<file path="config.mk">
export PLATFORM = sky130hd
export DESIGN_NAME = utf16_to_utf8_transcoder_unit
export DESIGN_NICKNAME = d
export VERILOG_FILES = /design/src/design/utu_pkg.sv /design/src/design/utu_front.sv /design/src/design/utu_queue.sv /design/src/design/utu_back.sv /design/src/design/utf16_to_utf8_transcoder_unit.sv
export SDC_FILE = /design/constraint.sdc
export NUM_CORES = 1
export LEC_CHECK = 0
export BUFFER_PORTS_ARGS = -buffer_cell sky130_fd_sc_hd__buf_2
export CORE_MARGIN = 10
export CORE_UTILIZATION = 30
export DETAILED_ROUTE_END_ITERATION = 10
export HOLD_SLACK_MARGIN = 0.06
export PLACE_DENSITY_LB_ADDON = 0.25
export REMOVE_ABC_BUFFERS = 1
export SYNTH_ARGS = -nofsm -noshare
export SYNTH_HDL_FRONTEND = slang
export SYNTH_SLANG_ARGS = --single-unit
</file>
<file path="constraint.sdc">
create_clock -name i_clk -period 9 [get_ports i_clk]
set_clock_uncertainty 0.15 [all_clocks]
set_input_delay 0.9 -clock i_clk [delete_from_list [all_inputs] [get_ports i_clk]]
set_output_delay 0.9 -clock i_clk [all_outputs]
set_load 0.02 [all_outputs]
</file>
<file path="src/design/utu_pkg.sv">
// Shared types and constants for the UTF-16 to UTF-8 transcoder.
// Used by every module of the block. Has no dependencies.
package utu_pkg;

    localparam int QUEUE_DEPTH = 2;

    localparam logic [7:0]  QMARK       = 8'h3F;
    localparam logic [5:0]  HIGH_TAG    = 6'b110110;
    localparam logic [5:0]  LOW_TAG     = 6'b110111;
    localparam logic [20:0] SUPP_OFFSET = 21'h10000;
    localparam logic [1:0]  CONT_MARK   = 2'b10;
    localparam logic [2:0]  LEAD2_MARK  = 3'b110;
    localparam logic [3:0]  LEAD3_MARK  = 4'b1110;
    localparam logic [4:0]  LEAD4_MARK  = 5'b11110;

    typedef struct packed {
        logic [15:0] code_unit;
        logic        end_of_string;
    } t_in;

    typedef struct packed {
        logic [7:0] out_byte;
        logic       last_of_run;
        logic       string_done;
    } t_out;

    // One request's worth of output bytes; byte 0 goes out first.
    typedef struct packed {
        logic [3:0][7:0] bytes;
        logic [1:0]      last_idx;
        logic            eos;
    } t_run;

endpackage

</file>
<file path="src/design/utu_front.sv">
// Front end: accepts code units, holds a high surrogate and encodes each
// other request into a run of one to four bytes. Depends on utu_pkg.
module utu_front (
    input  logic          i_clk,
    input  logic          i_rst_n,
    input  logic          i_valid,
    input  utu_pkg::t_in  i_in,
    input  logic          i_full,
    output logic          o_stall,
    output logic          o_push,
    output utu_pkg::t_run o_run
);

    logic        r_pending;
    logic [9:0]  r_held;
    logic        n_pending;
    logic [9:0]  n_held;
    logic        accept;
    logic        is_high;
    logic        is_low;
    logic [20:0] cp;
    logic [1:0]  tail_n;
    logic [2:0]  total;
    logic [7:0]  tail0;
    logic [7:0]  tail1;
    logic [7:0]  tail2;
    logic [15:0] u;

    assign u       = i_in.code_unit;
    assign o_stall = i_full;
    assign accept  = i_valid && !i_full;
    assign is_high = (u[15:10] == utu_pkg::HIGH_TAG);
    assign is_low  = (u[15:10] == utu_pkg::LOW_TAG);
    assign cp      = {1'b0, r_held, u[9:0]} + utu_pkg::SUPP_OFFSET;

    always_comb begin
        tail0  = utu_pkg::QMARK;
        tail1  = 8'h00;
        tail2  = 8'h00;
        tail_n = 2'd1;
        priority if (is_high) begin
            tail_n = i_in.end_of_string ? 2'd1 : 2'd0;
        end else if (is_low) begin
            tail_n = 2'd1;
        end else if (u[15:7] == 9'd0) begin
            tail0 = u[7:0];
        end else if (u[15:11] == 5'd0) begin
            tail_n = 2'd2;
            tail0  = {utu_pkg::LEAD2_MARK, u[10:6]};
            tail1  = {utu_pkg::CONT_MARK, u[5:0]};
        end else begin
            tail_n = 2'd3;
            tail0  = {utu_pkg::LEAD3_MARK, u[15:12]};
            tail1  = {utu_pkg::CONT_MARK, u[11:6]};
            tail2  = {utu_pkg::CONT_MARK, u[5:0]};
        end
    end

    always_comb begin
        o_run.eos = i_in.end_of_string;
        total     = {2'b00, r_pending} + {1'b0, tail_n};
        if (r_pending && is_low) begin
            total       = 3'd4;
            o_run.bytes = {{utu_pkg::CONT_MARK, cp[5:0]},
                           {utu_pkg::CONT_MARK, cp[11:6]},
                           {utu_pkg::CONT_MARK, cp[17:12]},
                           {utu_pkg::LEAD4_MARK, cp[20:18]}};
        end else if (r_pending) begin
            o_run.bytes = {tail2, tail1, tail0, utu_pkg::QMARK};
        end else begin
            o_run.bytes = {8'h00, tail2, tail1, tail0};
        end
        o_run.last_idx = 2'(total - 3'd1);
        o_push         = accept && (total != 3'd0);
        n_pending      = is_high && !i_in.end_of_string;
        n_held         = n_pending ? u[9:0] : 10'd0;
    end

    always_ff @(posedge i_clk) begin
        if (!i_rst_n) begin
            r_pending <= 1'b0;
            r_held    <= 10'd0;
        end else if (accept) begin
            r_pending <= n_pending;
            r_held    <= n_held;
        end
    end

endmodule

</file>
<file path="src/design/utu_queue.sv">
// Short queue of encoded byte runs between the front and back ends.
// Depends on utu_pkg.
module utu_queue #(
    parameter int DEPTH = utu_pkg::QUEUE_DEPTH
) (
    input  logic          i_clk,
    input  logic          i_rst_n,
    input  logic          i_push,
    input  utu_pkg::t_run i_push_run,
    output logic          o_full,
    output logic          o_head_valid,
    output utu_pkg::t_run o_head_run,
    input  logic          i_pop
);

    localparam int PTR_W = (DEPTH > 1) ? $clog2(DEPTH) : 1;
    localparam int CNT_W = $clog2(DEPTH + 1);

    utu_pkg::t_run    r_mem [DEPTH];
    logic [PTR_W-1:0] r_wr_ptr;
    logic [PTR_W-1:0] r_rd_ptr;
    logic [CNT_W-1:0] r_count;

    assign o_full       = (r_count == CNT_W'(DEPTH));
    assign o_head_valid = (r_count != '0);
    assign o_head_run   = r_mem[r_rd_ptr];

    always_ff @(posedge i_clk) begin
        if (!i_rst_n) begin
            r_wr_ptr <= '0;
            r_rd_ptr <= '0;
            r_count  <= '0;
        end else begin
            if (i_push) begin
                r_wr_ptr <= (r_wr_ptr == PTR_W'(DEPTH - 1)) ? '0 : r_wr_ptr + 1'b1;
            end
            if (i_pop) begin
                r_rd_ptr <= (r_rd_ptr == PTR_W'(DEPTH - 1)) ? '0 : r_rd_ptr + 1'b1;
            end
            if (i_push && !i_pop) begin
                r_count <= r_count + 1'b1;
            end else if (i_pop && !i_push) begin
                r_count <= r_count - 1'b1;
            end
        end
    end

    always_ff @(posedge i_clk) begin
        if (i_push) begin
            r_mem[r_wr_ptr] <= i_push_run;
        end
    end

`ifndef ASSERT_OFF
    a_no_overflow: assert property (@(posedge i_clk) disable iff (!i_rst_n)
        o_full |-> !i_push)
        else $error("queue written while full");
    a_no_underflow: assert property (@(posedge i_clk) disable iff (!i_rst_n)
        !o_head_valid |-> !i_pop)
        else $error("queue read while empty");
`endif

endmodule

</file>
<file path="src/design/utu_back.sv">
// Back end: takes byte runs from the queue and sends them out one byte
// per cycle while not stalled, through a registered output. Depends on utu_pkg.
module utu_back (
    input  logic          i_clk,
    input  logic          i_rst_n,
    input  logic          i_head_valid,
    input  utu_pkg::t_run i_head_run,
    output logic          o_pop,
    output logic          o_valid,
    output utu_pkg::t_out o_out,
    input  logic          i_stall
);

    utu_pkg::t_run r_run;
    utu_pkg::t_out r_out;
    logic          r_busy;
    logic [1:0]    r_idx;
    logic          r_out_valid;
    logic          load_ok;
    logic          at_end;

    assign load_ok = !r_out_valid || !i_stall;
    assign at_end  = (r_idx == r_run.last_idx);
    assign o_pop   = i_head_valid && (!r_busy || (load_ok && at_end));
    assign o_valid = r_out_valid;
    assign o_out   = r_out;

    always_ff @(posedge i_clk) begin
        if (!i_rst_n) begin
            r_busy      <= 1'b0;
            r_idx       <= 2'd0;
            r_out_valid <= 1'b0;
        end else begin
            if (load_ok) begin
                r_out_valid <= r_busy;
            end
            if (o_pop) begin
                r_busy <= 1'b1;
                r_idx  <= 2'd0;
            end else if (r_busy && load_ok) begin
                if (at_end) begin
                    r_busy <= 1'b0;
                end else begin
                    r_idx <= r_idx + 2'd1;
                end
            end
        end
    end

    always_ff @(posedge i_clk) begin
        if (o_pop) begin
            r_run <= i_head_run;
        end
        if (load_ok && r_busy) begin
            r_out.out_byte    <= r_run.bytes[r_idx];
            r_out.last_of_run <= at_end;
            r_out.string_done <= at_end && r_run.eos;
        end
    end

`ifndef ASSERT_OFF
    a_done_is_last: assert property (@(posedge i_clk) disable iff (!i_rst_n)
        r_out_valid && r_out.string_done |-> r_out.last_of_run)
        else $error("end of string flagged on a byte that does not end its run");
`endif

endmodule

</file>
<file path="src/design/utf16_to_utf8_transcoder_unit.sv">
// UTF-16 to UTF-8 transcoder: a code unit is accepted every cycle while the queue has room.
// A request passes through the queue, the run register and the output register;
// its bytes then follow one per cycle while not stalled, one to four bytes per request.
// The single byte-wide output register sets that rate; the queue absorbs short bursts.
// Synchronous active-low reset empties the queue and output and clears the held surrogate.
// Depends on utu_pkg, utu_front, utu_queue and utu_back.
module utf16_to_utf8_transcoder_unit #(
    parameter int QUEUE_DEPTH = utu_pkg::QUEUE_DEPTH
) (
    input  logic          i_clk,
    input  logic          i_rst_n,
    input  logic          i_in_valid,
    output logic          o_in_stall,
    input  utu_pkg::t_in  i_in,
    output logic          o_out_valid,
    input  logic          i_out_stall,
    output utu_pkg::t_out o_out
);

    logic          full;
    logic          push;
    utu_pkg::t_run push_run;
    logic          head_valid;
    utu_pkg::t_run head_run;
    logic          pop;

    utu_front u_front (
        .i_clk   (i_clk),
        .i_rst_n (i_rst_n),
        .i_valid (i_in_valid),
        .i_in    (i_in),
        .i_full  (full),
        .o_stall (o_in_stall),
        .o_push  (push),
        .o_run   (push_run)
    );

    utu_queue #(
        .DEPTH (QUEUE_DEPTH)
    ) u_queue (
        .i_clk        (i_clk),
        .i_rst_n      (i_rst_n),
        .i_push       (push),
        .i_push_run   (push_run),
        .o_full       (full),
        .o_head_valid (head_valid),
        .o_head_run   (head_run),
        .i_pop        (pop)
    );

    utu_back u_back (
        .i_clk        (i_clk),
        .i_rst_n      (i_rst_n),
        .i_head_valid (head_valid),
        .i_head_run   (head_run),
        .o_pop        (pop),
        .o_valid      (o_out_valid),
        .o_out        (o_out),
        .i_stall      (i_out_stall)
    );

endmodule
</file>
==> impl_metrics.tcl <==
set metrics [dict create \
    start_util 0.305 \
    ioPinCount 33 \
    grt_pass1_wl_um 19800 \
    yosys-top-cells-area "edfxtp_1, dfxtp_1, mux2_2" \
    cts_root_buf "clkbuf_16" \
    antenna_found_initial 1 \
    cts_sinks 128 \
    routed_wl_um 12600 \
    r2r_setup_slack_ns 5.61 \
    seq_area_frac_synth 0.668 \
    cts-htree-levels 4 \
    dpl.hpwl_um 8500 \
    grt_max_degree 38 \
    via_per_inst 4.94 \
    synth_commonest_cells "edfxtp_1, mux2_2, nand2_1" \
    drv_slew 0 \
    grt_pass1_vias 3277 \
    routabilityCongestion 0.878 \
    holdPathEnd "u_front.r_held[3]$_SDFFE_PN0P_" \
    synth-edff-count 109 \
    fp.coreArea_um2 18000 \
    clk_latency_ns 0.42 \
    critPathLaunchType "input port" \
    rr_worst_depth 8 \
    final_cells 656 \
    finalCritPeriodShare 0.534 \
    cts_tree "built" \
    cts_hold_buf 0 \
    worstPathArrival_ns 4.74 \
    synth-warning-count 0 \
    antenna_left 0 \
    dieArea_um2 24000 \
    irDropWorstVdd_mv 0.128 \
    die_width_um 155 \
    status "complete, no violations" \
    postSynthCellCount 381 \
    drive_above_1_share 0.258 \
    synthFlopType "edfxtp_1" \
    grtUsageTotal 0.109 \
    timing.rr.end "u_queue.r_count[1]$_SDFFE_PN0P_" \
    grt_overflow_total 0 \
    slew_headroom 0.293 \
    yosysUniqueCellTypes 52 \
    power.density_nw_per_um2 288 \
    setup_violations 0 \
    synth_top_area_share 0.598 \
    max_freq_ghz 0.208 \
    die_height_um 155 \
    cap_viol_max_count 0 \
    whs_ns 0.308 \
    drc 0 \
    startpoint "i_in[14]" \
    hold_path.class "reg2reg" \
    n_antenna_cell 0 \
    wl_per_cell_um 19.2 \
    via_count 3243 \
    path_class "in2reg" \
    post_cts_resized 0 \
    r2r-start "u_back.r_idx[0]$_SDFFE_PP0P_" \
    synth_area_um2 5470 \
    portBuffers 32 \
    rows 49 \
    hold_viol 0 \
    worst-path-max-fanout 22 \
    leakagePower_uw 0.00216 \
    finalCriticalPeriod_ns 4.80 \
    syn_to_final_growth_pct 16.9 \
    cp_cell_sequence "buf_2 > nor4_2 > nand2_1 > nor2_1 > nor2_1 > ha_1 > nand2_1 > ha_1 > nand2b_1 > a41oi_1 > or3_1 > inv_1 > buf_4" \
    cts_buffers 17 \
    rsz0062_at_grt "false" \
    clk_path_buf_depth 2 \
    final.setup.tns_ns 0 \
    yosysMostFrequentCell "edfxtp_1" \
    max_stage_delay_ns 0.91 \
    worstSetupEndpointType "flip-flop" \
    required_ns 8.93 \
    avgSynthCellArea_um2 14.4 \
    holdPathStages 2 \
    ys_ff_latch 128 \
    worstMarginPinSlew_ns 1.05 \
    clk_pin_slew_ns 0.06 \
    cpMaxStageDelayCell "nor4_2" \
    drt_first_pass_iters 4 \
    async_flop_share 0 \
    nets 440 \
    postCtsSetupRepairBufs 0 \
    synth_top_area_cell "edfxtp_1" \
    placedCellCount 624 \
    hold_start "u_front.r_held[3]$_SDFFE_PN0P_" \
    drt_iter0_drc 263 \
]
## worst max path at each step
| stage | to | cells past startpoint |
|---|---|---|
| floorplan | u_queue.r_mem[0][0]$_DFFE_PP_ | 11 |
| global placement | u_queue.r_mem[0][6]$_DFFE_PP_ | 13 |
| detailed placement | u_queue.r_mem[0][22]$_DFFE_PP_ | 13 |
| CTS | u_queue.r_mem[0][1]$_DFFE_PP_ | 13 |
| global route | u_queue.r_mem[1][1]$_DFFE_PP_ | 13 |
| finish | u_queue.r_mem[0][14]$_DFFE_PP_ | 13 |
## report_power, final
| part | total, uW | switching [uW] | internal [uW] |
|---|---|---|---|
| Combinational | 360 | 219 | 141 |
| Clock | 613 | 238 | 375 |
| Sequential | 868 | 49.0 | 819 |
| Total | 1840 | 506 | 1330 |
## critical path: cells and delay by family
family	cells	cell delay, ns
AND/OR/NAND/NOR	7	2.36
buffers and inverters	3	0.92
adder cells (fa/ha/maj)	2	0.47
AO/OA/AOI/OAI	1	0.06
## kinds of logic (layout without fill, tap and decap cells)
| group | after synthesis | after routing | synth area share |
|---|---|---|---|
| AO/OA/AOI/OAI | 78 | 78 | 0.0940 |
| adder cells (fa/ha/maj) | 5 | 5 | 0.0114 |
| multiplexers | 43 | 43 | 0.102 |
| XOR/XNOR | 8 | 8 | 0.0128 |
| AND/OR/NAND/NOR | 89 | 89 | 0.0896 |
| buffers and inverters | 30 | 76 | 0.0224 |
| flip-flops | 128 | 128 | 0.668 |
## metrics by stage
stage          total power [uW]   util  setup WS (ns)  area (um2)
3_5_place_dp               1250  0.326           3.83        5860
5_1_grt                    1940  0.356           3.93        6400
4_1_cts                    1870  0.356           4.27        6400
2_1_floorplan              1120      -           4.61        5380
6_report                   1840  0.356           4.20        6400
3_3_place_gp               1250  0.326           3.96        5860
## state kept, by name, summed over array words and instances, names as in the netlist
register / cells
u_back.o_out: 10
u_back.o_valid: 1
u_back.r_busy: 1
u_back.r_idx: 2
u_back.r_run: 33
u_front.r_held: 10
u_front.r_pending: 1
u_queue.r_count: 2
u_queue.r_mem: 66
u_queue.r_rd_ptr: 1
u_queue.r_wr_ptr: 1
## cell usage in the layout (no fill, tap or decap), types with 6 or more instances in the layout
master and count:
o21ai_1 9, nand2_1 27, a21oi_1 22, xor2_1 7, dfxtp_1 19, mux4_2 7, inv_1 6, buf_2 32
edfxtp_1 109, and2_1 11, a211oi_1 8, nor2_1 12, o22ai_1 10, clkbuf_16 17, mux2_2 33, nand3_1 15
## routing by layer
| layer | track usage | part of all wire |
|---|---|---|
| met3 | 0.0408 | 0.051 |
| met5 | 0 | 0.0010 |
| met4 | 0.0432 | 0.0064 |
| met1 | 0.138 | 0.45 |
| met2 | 0.166 | 0.49 |
## cell type report
type | instances | area, um2
Fill cell | 1744 | 11600
Tap cell | 229 | 287
Timing Repair Buffer | 37 | 198
Inverter | 7 | 26.3
Sequential cell | 128 | 3650
Clock buffer | 20 | 437
Multi-Input combinational cell | 223 | 1700
Clock inverter | 12 | 95.1
(Power assumes the default switching activity.)
